### src/ita_pkg.sv
// ----------------------------------------------------------------------------
// ita_pkg
// Shared types, codes and character helpers for the integer to ASCII formatter.
// ----------------------------------------------------------------------------
package ita_pkg;

    // fixed field widths of the request and result
    localparam int VALUE_IN_W  = 64;
    localparam int RADIX_W     = 2;
    localparam int WIDTH_IN_W  = 6;
    localparam int CNT_W       = 7;   // space_left width, also holds any char count
    localparam int CHAR_W      = 8;

    // s_tdata field offsets, lowest field first
    localparam int VALUE_LSB   = 0;
    localparam int RADIX_LSB   = VALUE_LSB + VALUE_IN_W;
    localparam int PAD_LSB     = RADIX_LSB + RADIX_W;
    localparam int WIDTH_LSB   = PAD_LSB + 1;
    localparam int SPACE_LSB   = WIDTH_LSB + WIDTH_IN_W;
    localparam int S_DATA_W    = SPACE_LSB + CNT_W;
    localparam int M_DATA_W    = CHAR_W;

    localparam logic [CHAR_W-1:0] CHAR_ZERO    = 8'h30;
    localparam logic [CHAR_W-1:0] CHAR_SPACE   = 8'h20;
    localparam logic [CHAR_W-1:0] CHAR_UPPER_A = 8'h41;
    localparam logic [CHAR_W-1:0] CHAR_LOWER_A = 8'h61;

    typedef enum logic [RADIX_W-1:0] {
        RADIX_DEC    = 2'd0,
        RADIX_HEX_LO = 2'd1,
        RADIX_HEX_UP = 2'd2
    } radix_t;

    typedef enum logic [1:0] {
        ST_IDLE,
        ST_CONV,
        ST_EMIT
    } state_t;

    typedef struct packed {
        logic start;
        logic hex;
    } conv_req_t;

    typedef struct packed {
        logic             load;
        logic             upper;
        logic             pad_zero;
        logic [CNT_W-1:0] npad;
        logic [CNT_W-1:0] count;
    } emit_req_t;

    // one digit nibble to its ASCII code
    function automatic logic [CHAR_W-1:0] digit_char(input logic [3:0] nib,
                                                     input logic       upper);
        logic [CHAR_W-1:0] ext;
        begin
            ext = {4'd0, nib};
            if (nib < 4'd10)
                digit_char = CHAR_ZERO + ext;
            else if (upper)
                digit_char = CHAR_UPPER_A + ext - 8'd10;
            else
                digit_char = CHAR_LOWER_A + ext - 8'd10;
        end
    endfunction

endpackage

### src/ita_conv.sv
// ----------------------------------------------------------------------------
// ita_conv
// Bit-serial binary to digit converter: one shift / add-3 step per cycle.
// Decimal uses the add-3 adjust, hex shifts plain nibbles.
// ----------------------------------------------------------------------------
module ita_conv #(
    parameter int VALUE_BITS = 64,
    parameter int MAX_DIGITS = 20
) (
    input  logic                          clk,
    input  logic                          rst_n,
    input  ita_pkg::conv_req_t            req,
    input  logic [VALUE_BITS-1:0]         value,
    output logic                          busy,
    output logic [4*MAX_DIGITS-1:0]       digits,
    output logic [$clog2(MAX_DIGITS+1)-1:0] ndig
);

    localparam int DIG_W     = 4 * MAX_DIGITS;
    localparam int NDIG_W    = $clog2(MAX_DIGITS + 1);
    localparam int DIDX_W    = $clog2(MAX_DIGITS);
    localparam int BIT_CNT_W = $clog2(VALUE_BITS + 1);

    logic                  busy_reg, busy_next;
    logic [BIT_CNT_W-1:0]  bits_reg, bits_next;
    logic                  hex_reg, hex_next;
    logic [VALUE_BITS-1:0] shift_reg, shift_next;
    logic [DIG_W-1:0]      bcd_reg, bcd_next;
    logic [NDIG_W-1:0]     ndig_reg, ndig_next;

    logic [DIG_W-1:0]      adj;
    logic [DIG_W-1:0]      stepped;
    logic [DIDX_W-1:0]     top_idx;
    logic [3:0]            top_nib;

    // shared step unit: adjust every digit, then shift in the next value bit
    always_comb
    begin
        for (int i = 0; i < MAX_DIGITS; i++)
        begin
            if (!hex_reg && (bcd_reg[4*i +: 4] >= 4'd5))
                adj[4*i +: 4] = bcd_reg[4*i +: 4] + 4'd3;
            else
                adj[4*i +: 4] = bcd_reg[4*i +: 4];
        end
        stepped = {adj[DIG_W-2:0], shift_reg[VALUE_BITS-1]};
        top_idx = ndig_reg[DIDX_W-1:0];
        top_nib = stepped[4*top_idx +: 4];
    end

    always_comb
    begin
        busy_next  = busy_reg;
        bits_next  = bits_reg;
        hex_next   = hex_reg;
        shift_next = shift_reg;
        bcd_next   = bcd_reg;
        ndig_next  = ndig_reg;
        if (req.start)
        begin
            busy_next  = 1'b1;
            bits_next  = BIT_CNT_W'(VALUE_BITS);
            hex_next   = req.hex;
            shift_next = value;
            bcd_next   = '0;
            ndig_next  = NDIG_W'(1);
        end
        else if (busy_reg)
        begin
            bits_next  = bits_reg - BIT_CNT_W'(1);
            shift_next = {shift_reg[VALUE_BITS-2:0], 1'b0};
            bcd_next   = stepped;
            // a doubling adds at most one digit, so one look above the top is enough
            if ((ndig_reg < NDIG_W'(MAX_DIGITS)) && (top_nib != 4'd0))
                ndig_next = ndig_reg + NDIG_W'(1);
            if (bits_reg == BIT_CNT_W'(1))
                busy_next = 1'b0;
        end
    end

    always_ff @(posedge clk or negedge rst_n)
    begin
        if (!rst_n)
            busy_reg <= 1'b0;
        else
            busy_reg <= busy_next;
    end

    always_ff @(posedge clk)
    begin
        bits_reg  <= bits_next;
        hex_reg   <= hex_next;
        shift_reg <= shift_next;
        bcd_reg   <= bcd_next;
        ndig_reg  <= ndig_next;
    end

    assign busy   = busy_reg;
    assign digits = bcd_reg;
    assign ndig   = ndig_reg;

endmodule

### src/ita_emit.sv
// ----------------------------------------------------------------------------
// ita_emit
// Character sequencer: pad characters, then digits most significant first,
// one character per accepted result.
// ----------------------------------------------------------------------------
module ita_emit #(
    parameter int MAX_DIGITS = 20
) (
    input  logic                            clk,
    input  logic                            rst_n,
    input  ita_pkg::emit_req_t              req,
    input  logic [$clog2(MAX_DIGITS+1)-1:0] ndig,
    input  logic [4*MAX_DIGITS-1:0]         digits,
    input  logic                            ready,
    output logic                            valid,
    output logic [ita_pkg::CHAR_W-1:0]      out_char,
    output logic                            is_last
);

    localparam int NDIG_W = $clog2(MAX_DIGITS + 1);
    localparam int DIDX_W = $clog2(MAX_DIGITS);
    localparam int CNT_W  = ita_pkg::CNT_W;

    logic [CNT_W-1:0]  rem_reg, rem_next;
    logic [CNT_W-1:0]  pad_left_reg, pad_left_next;
    logic [DIDX_W-1:0] didx_reg, didx_next;
    logic              upper_reg, upper_next;
    logic              pad_zero_reg, pad_zero_next;
    logic [NDIG_W-1:0] ndig_m1;

    assign ndig_m1 = ndig - NDIG_W'(1);

    always_comb
    begin
        rem_next      = rem_reg;
        pad_left_next = pad_left_reg;
        didx_next     = didx_reg;
        upper_next    = upper_reg;
        pad_zero_next = pad_zero_reg;
        if (req.load)
        begin
            rem_next      = req.count;
            pad_left_next = req.npad;
            didx_next     = ndig_m1[DIDX_W-1:0];
            upper_next    = req.upper;
            pad_zero_next = req.pad_zero;
        end
        else if ((rem_reg != '0) && ready)
        begin
            rem_next = rem_reg - CNT_W'(1);
            if (pad_left_reg != '0)
                pad_left_next = pad_left_reg - CNT_W'(1);
            else
                didx_next = didx_reg - DIDX_W'(1);
        end
    end

    always_ff @(posedge clk or negedge rst_n)
    begin
        if (!rst_n)
            rem_reg <= '0;
        else
            rem_reg <= rem_next;
    end

    always_ff @(posedge clk)
    begin
        pad_left_reg <= pad_left_next;
        didx_reg     <= didx_next;
        upper_reg    <= upper_next;
        pad_zero_reg <= pad_zero_next;
    end

    always_comb
    begin
        if (pad_left_reg != '0)
            out_char = pad_zero_reg ? ita_pkg::CHAR_ZERO : ita_pkg::CHAR_SPACE;
        else
            out_char = ita_pkg::digit_char(digits[4*didx_reg +: 4], upper_reg);
    end

    assign valid   = (rem_reg != '0);
    assign is_last = (rem_reg == CNT_W'(1));

endmodule

### src/integer_to_ascii_formatter_unit.sv
// ----------------------------------------------------------------------------
// integer_to_ascii_formatter_unit
// Renders an unsigned value as ASCII decimal or hex text with left padding,
// truncated to the free buffer space, one character per result.
// ----------------------------------------------------------------------------
// One request at a time. The idle state takes the request, then the shared
// shift/add-3 unit builds the digits (one value bit per cycle), the
// character sequencer is loaded once the converter is done, one
// character leaves per cycle while m_tready is high, and the unit then
// returns to idle.
// s_tready is high only in the idle state.
// Mode 3 renders as uppercase hex; values with more than MAX_DIGITS digits
// keep only their low-order digits.
module integer_to_ascii_formatter_unit #(
    parameter int VALUE_BITS      = 64,
    parameter int MAX_FIELD_WIDTH = 40,
    parameter int MAX_DIGITS      = 20
) (
    input  logic                           clk,
    input  logic                           rst_n,
    input  logic                           s_tvalid,
    output logic                           s_tready,
    // value[63:0], radix_mode[65:64], pad_zero[66], min_width[72:67], space_left[79:73]
    input  logic [ita_pkg::S_DATA_W-1:0]   s_tdata,
    output logic                           m_tvalid,
    input  logic                           m_tready,
    // out_char[7:0]
    output logic [ita_pkg::M_DATA_W-1:0]   m_tdata,
    output logic                           m_tlast
);

    localparam int NDIG_W = $clog2(MAX_DIGITS + 1);
    localparam int CNT_W  = ita_pkg::CNT_W;

    ita_pkg::state_t    state_reg, state_next;
    ita_pkg::radix_t    radix_reg;
    logic               pad_zero_reg;
    logic [ita_pkg::WIDTH_IN_W-1:0] width_reg;
    logic [CNT_W-1:0]   space_reg;

    ita_pkg::conv_req_t conv_req;
    ita_pkg::emit_req_t emit_req;
    logic               emit_load;
    logic               conv_busy;
    logic [4*MAX_DIGITS-1:0] digits;
    logic [NDIG_W-1:0]  ndig;
    logic               accept;
    ita_pkg::radix_t    radix_in;

    logic [CNT_W-1:0]   width_ext, width_sat, ndig_ext, npad, total;

    assign radix_in = ita_pkg::radix_t'(s_tdata[ita_pkg::RADIX_LSB +: ita_pkg::RADIX_W]);
    assign accept   = s_tvalid && s_tready;

    // next state
    always_comb
    begin
        state_next = state_reg;
        case (state_reg)
            ita_pkg::ST_IDLE:
            begin
                if (s_tvalid)
                    state_next = ita_pkg::ST_CONV;
            end
            ita_pkg::ST_CONV:
            begin
                if (!conv_busy)
                    state_next = ita_pkg::ST_EMIT;
            end
            ita_pkg::ST_EMIT:
            begin
                if (!m_tvalid)
                    state_next = ita_pkg::ST_IDLE;
            end
            default:
                state_next = ita_pkg::ST_IDLE;
        endcase
    end

    // state outputs
    always_comb
    begin
        s_tready  = 1'b0;
        emit_load = 1'b0;
        case (state_reg)
            ita_pkg::ST_IDLE:
                s_tready = 1'b1;
            ita_pkg::ST_CONV:
                emit_load = !conv_busy;
            ita_pkg::ST_EMIT:
                s_tready = 1'b0;
            default:
                s_tready = 1'b0;
        endcase
    end

    always_ff @(posedge clk or negedge rst_n)
    begin
        if (!rst_n)
            state_reg <= ita_pkg::ST_IDLE;
        else
            state_reg <= state_next;
    end

    always_ff @(posedge clk)
    begin
        if (accept)
        begin
            radix_reg    <= radix_in;
            pad_zero_reg <= s_tdata[ita_pkg::PAD_LSB];
            width_reg    <= s_tdata[ita_pkg::WIDTH_LSB +: ita_pkg::WIDTH_IN_W];
            space_reg    <= s_tdata[ita_pkg::SPACE_LSB +: CNT_W];
        end
    end

    assign conv_req.start = accept;
    assign conv_req.hex   = (radix_in != ita_pkg::RADIX_DEC);

    // field layout: pad count and emitted length
    always_comb
    begin
        width_ext = CNT_W'(width_reg);
        width_sat = (width_ext > CNT_W'(MAX_FIELD_WIDTH)) ? CNT_W'(MAX_FIELD_WIDTH) : width_ext;
        ndig_ext  = CNT_W'(ndig);
        npad      = (width_sat > ndig_ext) ? (width_sat - ndig_ext) : '0;
        total     = npad + ndig_ext;
    end

    assign emit_req.load     = emit_load;
    assign emit_req.upper    = (radix_reg != ita_pkg::RADIX_DEC) &&
                               (radix_reg != ita_pkg::RADIX_HEX_LO);
    assign emit_req.pad_zero = pad_zero_reg;
    assign emit_req.npad     = npad;
    assign emit_req.count    = (space_reg < total) ? space_reg : total;

    ita_conv #(
        .VALUE_BITS (VALUE_BITS),
        .MAX_DIGITS (MAX_DIGITS)
    ) u_conv (
        .clk    (clk),
        .rst_n  (rst_n),
        .req    (conv_req),
        .value  (s_tdata[ita_pkg::VALUE_LSB +: VALUE_BITS]),
        .busy   (conv_busy),
        .digits (digits),
        .ndig   (ndig)
    );

    ita_emit #(
        .MAX_DIGITS (MAX_DIGITS)
    ) u_emit (
        .clk      (clk),
        .rst_n    (rst_n),
        .req      (emit_req),
        .ndig     (ndig),
        .digits   (digits),
        .ready    (m_tready),
        .valid    (m_tvalid),
        .out_char (m_tdata),
        .is_last  (m_tlast)
    );

endmodule
### config.mk
export PLATFORM = sky130hd
export DESIGN_NAME = integer_to_ascii_formatter_unit
export DESIGN_NICKNAME = d
export VERILOG_FILES = /design/src/ita_pkg.sv /design/src/ita_conv.sv /design/src/ita_emit.sv /design/src/integer_to_ascii_formatter_unit.sv
export SDC_FILE = /design/constraint.sdc
export NUM_CORES = 1
export LEC_CHECK = 0
export CAP_MARGIN = 20
export CORE_MARGIN = 1.5
export CORE_UTILIZATION = 45
export DETAILED_ROUTE_END_ITERATION = 8
export DONT_BUFFER_PORTS = 1
export RECOVER_POWER = 100
export SKIP_CTS_REPAIR_TIMING = 1
export SLEW_MARGIN = 20
export SYNTH_ARGS = -nofsm -noshare
export SYNTH_HDL_FRONTEND = slang
export SYNTH_SLANG_ARGS = --single-unit
### constraint.sdc
create_clock -name clk -period 6 [get_ports clk]
set_clock_uncertainty 0.2 [all_clocks]
set_input_delay 0.3 -clock clk [delete_from_list [all_inputs] [get_ports clk]]
set_output_delay 0.3 -clock clk [all_outputs]
set_load 0.03 [all_outputs]
==> results of run 1 <==
[routing by layer]
layer	global-route usage [%]	vias up	part of all wire (%)
li1	-	4923	-
met4	6.522	0	1.6
met1	29.15	4784	47
met3	3.902	34	4.4
met5	0	-	0
met2	34.37	219	47
[worst max-delay path, delay by kind of cell (launching register included)]
kind	cells	cell delay [ns]
fa+ha+maj	3	0.97
mux	1	0.38
flops	1	0.49
simple gates	6	1.10
compound gates	9	2.08
xor+xnor	1	0.25
[cells in the final DEF (no fill, tap or decap), types with 29 or more instances in the layout]
master,netlist,routed
a211oi_1,46,46
a21oi_1,62,62
dfxtp_1,92,92
dlygate4sd3_1,0,83
edfxtp_1,94,94
ha_1,63,63
inv_1,72,72
mux2i_1,51,51
nand2_1,255,254
nand2b_1,36,36
nor2_1,124,124
nor3_1,29,29
o21ai_0,60,61
xnor2_1,32,32
[final cells by class]
class | count | area (um^2)
tap | 341 | 426.7
fill | 2502 | 12900
inverter | 78 | 296.5
clock buffer | 18 | 429.2
multi-input combinational | 1016 | 6798
timing repair buffer | 98 | 927.1
clock inverter | 14 | 182.7
sequential | 196 | 4915
[how the worst max path moves through the flow]
stage	to	slack (ns)	cells after the start
2_1_floorplan	u_emit.rem_reg[2]$_DFFE_PN0P_	0.98	20
3_3_place_gp	u_emit.rem_reg[2]$_DFFE_PN0P_	0.50	20
3_5_place_dp	u_emit.rem_reg[2]$_DFFE_PN0P_	0.19	20
4_1_cts	u_emit.rem_reg[2]$_DFFE_PN0P_	0.17	20
5_1_grt	u_emit.rem_reg[2]$_DFFE_PN0P_	0.02	22
6_report	u_emit.rem_reg[2]$_DFFE_PN0P_	0.42	20
[cell families (layout without fill, tap and decap cells)]
logic type	after synthesis	in the layout	share of synthesized area, %
adder cells (fa/ha/maj)	65	65	6.735
XOR/XNOR	40	40	2.848
buffers and inverters	146	208	4.913
other	1	1	0.03049
AND/OR/NAND/NOR	548	548	20.49
multiplexers	87	87	9.766
flip-flops	196	196	39.96
AO/OA/AOI/OAI	275	275	15.26
[power by group through the flow]
stage,registers [mW],clock network (mW),logic [mW]
3_3_place_gp,2.80,0,4.03
3_5_place_dp,2.82,0,4.13
2_1_floorplan,2.57,0,3.33
4_1_cts,2.79,1.24,4.15
6_report,2.81,1.21,4.24
5_1_grt,2.91,1.29,4.75
[per-stage QoR]
stage / utilization, % / worst slack [ns] / instances / instance area [um^2]
3_5_place_dp: 46.66 / 0.1922 / 1646 / 12540
6_report: 52.00 / 0.4186 / 1761 / 13970
3_3_place_gp: 46.66 / 0.5036 / 1646 / 12540
2_1_floorplan: - / 0.9777 / 1358 / 12300
4_1_cts: 48.94 / 0.1658 / 1678 / 13150
5_1_grt: 52.00 / 0.01850 / 1761 / 13970
==> results.toml, run 1 <==
[outcome]
status = "complete, but fails checks"
violations = "max-capacitance violations, max-slew violations"

[synthesis]
ys_seq_area_share_pct = 39.96
synthTopCellsByArea = "edfxtp_1 23%, dfxtp_1 15%, nand2_1 7.8%, ha_1 6.4%, mux4_2 4.6%"
synthCells = 1358
ys_ff_latch = 196
syn_area_mm2 = 0.01230
yosys.cell_types.count = 88
async_reset_ff_share_pct = 5.102
ys_warn_count = 0
synth_area_per_cell_um2 = 9.057
synth_edf_count = 94
synth_most_common_cell = "nand2_1"
synth_top_cell_by_area = "edfxtp_1"
synthesis.nets = 1507
synthFlopType = "edfxtp_1"
synth_common_cells = "255 x nand2_1, 124 x nor2_1, 94 x edfxtp_1"
synth_top_area_share_pct = 22.95

[die]
rows = 60
coreArea_mm2 = 0.02688
die_area_mm2 = 0.02833
initial_core_util_pct = 45.76
die_h_um = 168.3
die_w_um = 168.3
ios = 95

[timing]
drv_slew = 199
min_period_ns = 5.581
fmax_mhz = 179.2
slew_headroom_pct = -137.7
rsz0062_at_grt = "no"
finalHoldViolations = 0
post-route-period-util_pct = 93.02
hold_slack_ns = 0.06960
tns_ns = 0
worst_pin_slew_ns = 3.546
setup_viol = 0

[critical_path]
timing.rr.end = "u_emit.rem_reg[2]$_DFFE_PN0P_"
required_ns = 6.16
crit_chain = "o21ai_0 > and2_1 > ha_1 > nor2b_1 > o21ai_0 > a21oi_1 > o22a_1 > and3b_1 > ha_1 > nand3_1 > a2111oi_2 > or3_1 > a21oi_1 > xnor2_1 > ha_1 > and4_1 > a221o_1 > a31oi_4 > mux2_2 > a21oi_1"
r2r_slack_ns = 0.42
max_stage_delay_ns = 0.49
critical_path.startpoint = "width_reg[5]$_DFFE_PP_"
crit_arrival_ns = 5.74
ff2ff_path_depth = 20
crit_fanout = 9
crit_type = "flip-flop to flip-flop"
r2r_start = "width_reg[5]$_DFFE_PP_"
cp-start-kind = "flip-flop"
cp_slowest_cell = "edfxtp_1"
endpoint_kind = "flip-flop"

[power_and_ir_drop]
power_frac_clock_pct = 14.7
finalPower_mw = 8.258
peakVddDrop_uv = 259.9
internal-power_mw = 4.691
leakagePower_nw = 5.798
power_density_mw_per_mm2 = 590.9
power.combinational.fraction_pct = 51.3
switching_share_pct = 43.20
p_seq_share_pct = 34.0
switchingPower_mw = 3.567

[clocking]
cts.clk_slew.worst_paths_ns = 0.08
cts_tree = "yes"
numCtsBuffers = 17
cts_max_path_buffers = 2
cts-root-buf = "clkbuf_16"
clk_latency_ns = 0.45
htree_levels = 4
cts.sinks = 196

[hold_path]
worstHoldPathType = "primary input to async pin"

[global_routing]
antenna_found_initial = 0
grt_max_degree = 89
overflow = 0
grt_pass1_wl_um = 48040
grt_use_total_pct = 21.32
grt_pass1_vias = 9295

[detailed_routing]
ant_nets = 0
via_count = 9960
drtPass1Iterations = 5
wl_um = 30460
first_iter_violations = 770
drc = 0
viasPerCell = 5.656
wl_per_cell_um = 17.30

[placed_design]
port_buffers = 0
hpwl_um = 20250
place_congestion = 0.8577

[layout]
drive_gt1_share_pct = 8.239
syn_to_final_growth_pct = 13.62
largest_reg_flops = 80
nets = 1556
insertedDiodeCount = 0

[job]
drv_cap = 3
No activity file was read; power rests on OpenSTA's default activity.
==> run 2, diff against run 1 <==
- ABC_AREA: unset -> 1
==> run 2 against run 1 <==
The flow still finishes with violations (max-capacitance violations, max-slew violations). Design area fell by 0.51%. Utilization fell by 0.27 points. First-iteration DRC count rose by 26%. Clock power fell by 3%. Synthesized cell count rose by 25%. Critical endpoint is now u_conv.shift_reg[59]$_DFFE_PP_. Critical path type unchanged. Critical path depth fell by 13. Setup slack improved by 0.29 ns. Sequential power fell by 9.6%. Largest cell class unchanged. Die area fell by 0.36%. Maximum frequency rose by 5.4%. Wire length rose by 7.4%.
==> results.toml, run 2 <==
[timing]
post-route-period-util_pct = 88.22
setup_viol = 0
hold_slack_ns = 0.08797
worst_pin_slew_ns = 4.154
drv_slew = 298
min_period_ns = 5.293
slew_headroom_pct = -176.9
fmax_mhz = 188.9
finalHoldViolations = 0
tns_ns = 0
rsz0062_at_grt = "no"

[clocking]
cts_tree = "yes"
cts-root-buf = "clkbuf_16"
cts_max_path_buffers = 2
numCtsBuffers = 17
cts.clk_slew.worst_paths_ns = 0.07
htree_levels = 4
cts.sinks = 196
clk_latency_ns = 0.44

[detailed_routing]
via_count = 11270
drtPass1Iterations = 8
drc = 0
wl_per_cell_um = 15.58
viasPerCell = 5.369
ant_nets = 0
first_iter_violations = 967
wl_um = 32700

[die]
coreArea_mm2 = 0.02688
die_h_um = 168.0
ios = 95
die_area_mm2 = 0.02823
die_w_um = 168.0
rows = 60
initial_core_util_pct = 45.60

[global_routing]
antenna_found_initial = 0
grt_pass1_vias = 10200
grt_use_total_pct = 22.88
grt_pass1_wl_um = 51290
overflow = 0
grt_max_degree = 96

[critical_path]
crit_arrival_ns = 5.16
crit_chain = "nor2_1 > nand2_4 > inv_1 > nor2_1 > clkbuf_1 > inv_1 > clkbuf_2"
required_ns = 5.87
crit_type = "flip-flop to flip-flop"
cp-start-kind = "flip-flop"
crit_fanout = 81
cp_slowest_cell = "inv_1"
max_stage_delay_ns = 2.16
endpoint_kind = "flip-flop"

[placed_design]
hpwl_um = 21890
port_buffers = 0
place_congestion = 0.8774

[power_and_ir_drop]
peakVddDrop_uv = 275.5
p_seq_share_pct = 32.9
power_frac_clock_pct = 15.2
leakagePower_nw = 6.376
switchingPower_mw = 3.585
power.combinational.fraction_pct = 52.0
internal-power_mw = 4.157
power_density_mw_per_mm2 = 556.8
switching_share_pct = 46.31

[synthesis]
async_reset_ff_share_pct = 5.102
synth_most_common_cell = "nand2_1"
ys_seq_area_share_pct = 40.11
ys_warn_count = 0
ys_ff_latch = 196
synthesis.nets = 1841
synth_common_cells = "548 x nand2_1, 176 x inv_1, 155 x nand3_1"
yosys.cell_types.count = 51
synth_area_per_cell_um2 = 7.242
syn_area_mm2 = 0.01225
synthFlopType = "edfxtp_1"
synth_edf_count = 94
synth_top_cell_by_area = "edfxtp_1"
synthTopCellsByArea = "edfxtp_1 23%, nand2_1 17%, dfxtp_1 15%, ha_1 6.4%, nand3_1 6.3%"
synthCells = 1692
synth_top_area_share_pct = 23.03

[layout]
fillers = 2565
largest_reg_flops = 80
syn_to_final_growth_pct = 13.46
multi_input_area_mm2 = 0.006342
final_core_util_pct = 51.73
nets = 1894
drive_gt1_share_pct = 3.641
layout_common_cells = "548 x nand2_1, 177 x inv_1, 155 x nand3_1, 140 x o21ai_0, 94 x edfxtp_1"
final_common_cell = "nand2_1"
seq_area_mm2 = 0.004915
insertedDiodeCount = 0

[outcome]
status = "complete, but fails checks"
violations = "max-capacitance violations, max-slew violations"

[hold_path]
worstHoldPathType = "primary input to async pin"

[job]
drv_cap = 4
## run 2: cell type report
class                      count  area share [%]
clock buffer                  19           3.114
inverter                     182           4.923
tap                          341           3.069
sequential                   196           35.35
multi-input combinational   1247           45.62
clock inverter                13           1.161
timing repair buffer         101           6.767
## run 2: per-stage QoR
step,std cells,setup WS [ns],power (mW),cell area (um^2)
finish,2099,0.7066,7.741,13900
global route,2099,0.08447,8.469,13900
CTS,2016,0.8315,7.664,13120
detailed placement,1984,0.8521,6.468,12520
global placement,1984,0.9629,6.397,12520
floorplan,1692,1.493,5.480,12250
## run 2: cell families (layout without fill, tap and decap cells)
group | after synthesis | in the layout | synth area share (%)
compound gates | 299 | 299 | 13.41
xor+xnor | 45 | 45 | 3.216
fa+ha+maj | 65 | 65 | 6.759
buf+inv | 249 | 315 | 8.086
flops | 196 | 196 | 40.11
other cells | 1 | 1 | 0.03060
simple gates | 837 | 837 | 28.39
## run 2: power by group through the flow
stage	Clock [mW]	Sequential (mW)	Combinational, mW
global route	1.24	2.62	4.61
CTS	1.20	2.53	3.94
floorplan	0	2.43	3.05
global placement	0	2.54	3.86
finish	1.17	2.54	4.02
detailed placement	0	2.55	3.92
## run 2: layer usage
| metal | up-vias | track usage (%) | wire [um] |
|---|---|---|---|
| li1 | 5715 | - | - |
| met1 | 5150 | 30.64 | 15070 |
| met2 | 351 | 36.61 | 14860 |
| met3 | 53 | 4.984 | 2045 |
| met4 | 0 | 7.834 | 721 |
| met5 | - | 0 | 0 |
## run 2: final timing paths
check | startpoint | end | slack, ns | depth (start not counted)
worst min-delay path | rst_n | u_emit.rem_reg[1]$_DFFE_PN0P_ | 0.09 | 1
worst max register to register | state_reg[1]$_DFFE_PN0P_ | u_conv.shift_reg[59]$_DFFE_PP_ | 0.71 | 7
worst min register to register | u_conv.bits_reg[1]$_SDFFE_PP0P_ | u_conv.bits_reg[1]$_SDFFE_PP0P_ | 0.26 | 2
max in group asynchronous | rst_n | u_conv.busy$_DFF_PN0_ | 5.13 | 1
min in group clk | u_conv.bits_reg[1]$_SDFFE_PP0P_ | u_conv.bits_reg[1]$_SDFFE_PP0P_ | 0.26 | 2
worst max-delay path | state_reg[1]$_DFFE_PN0P_ | u_conv.shift_reg[59]$_DFFE_PP_ | 0.71 | 7
## run 2: critical path, delay by kind of cell (launching register included)
family        cells  cell delay [ns]
buf+inv           4             3.54
flops             1             0.40
simple gates      3             0.73
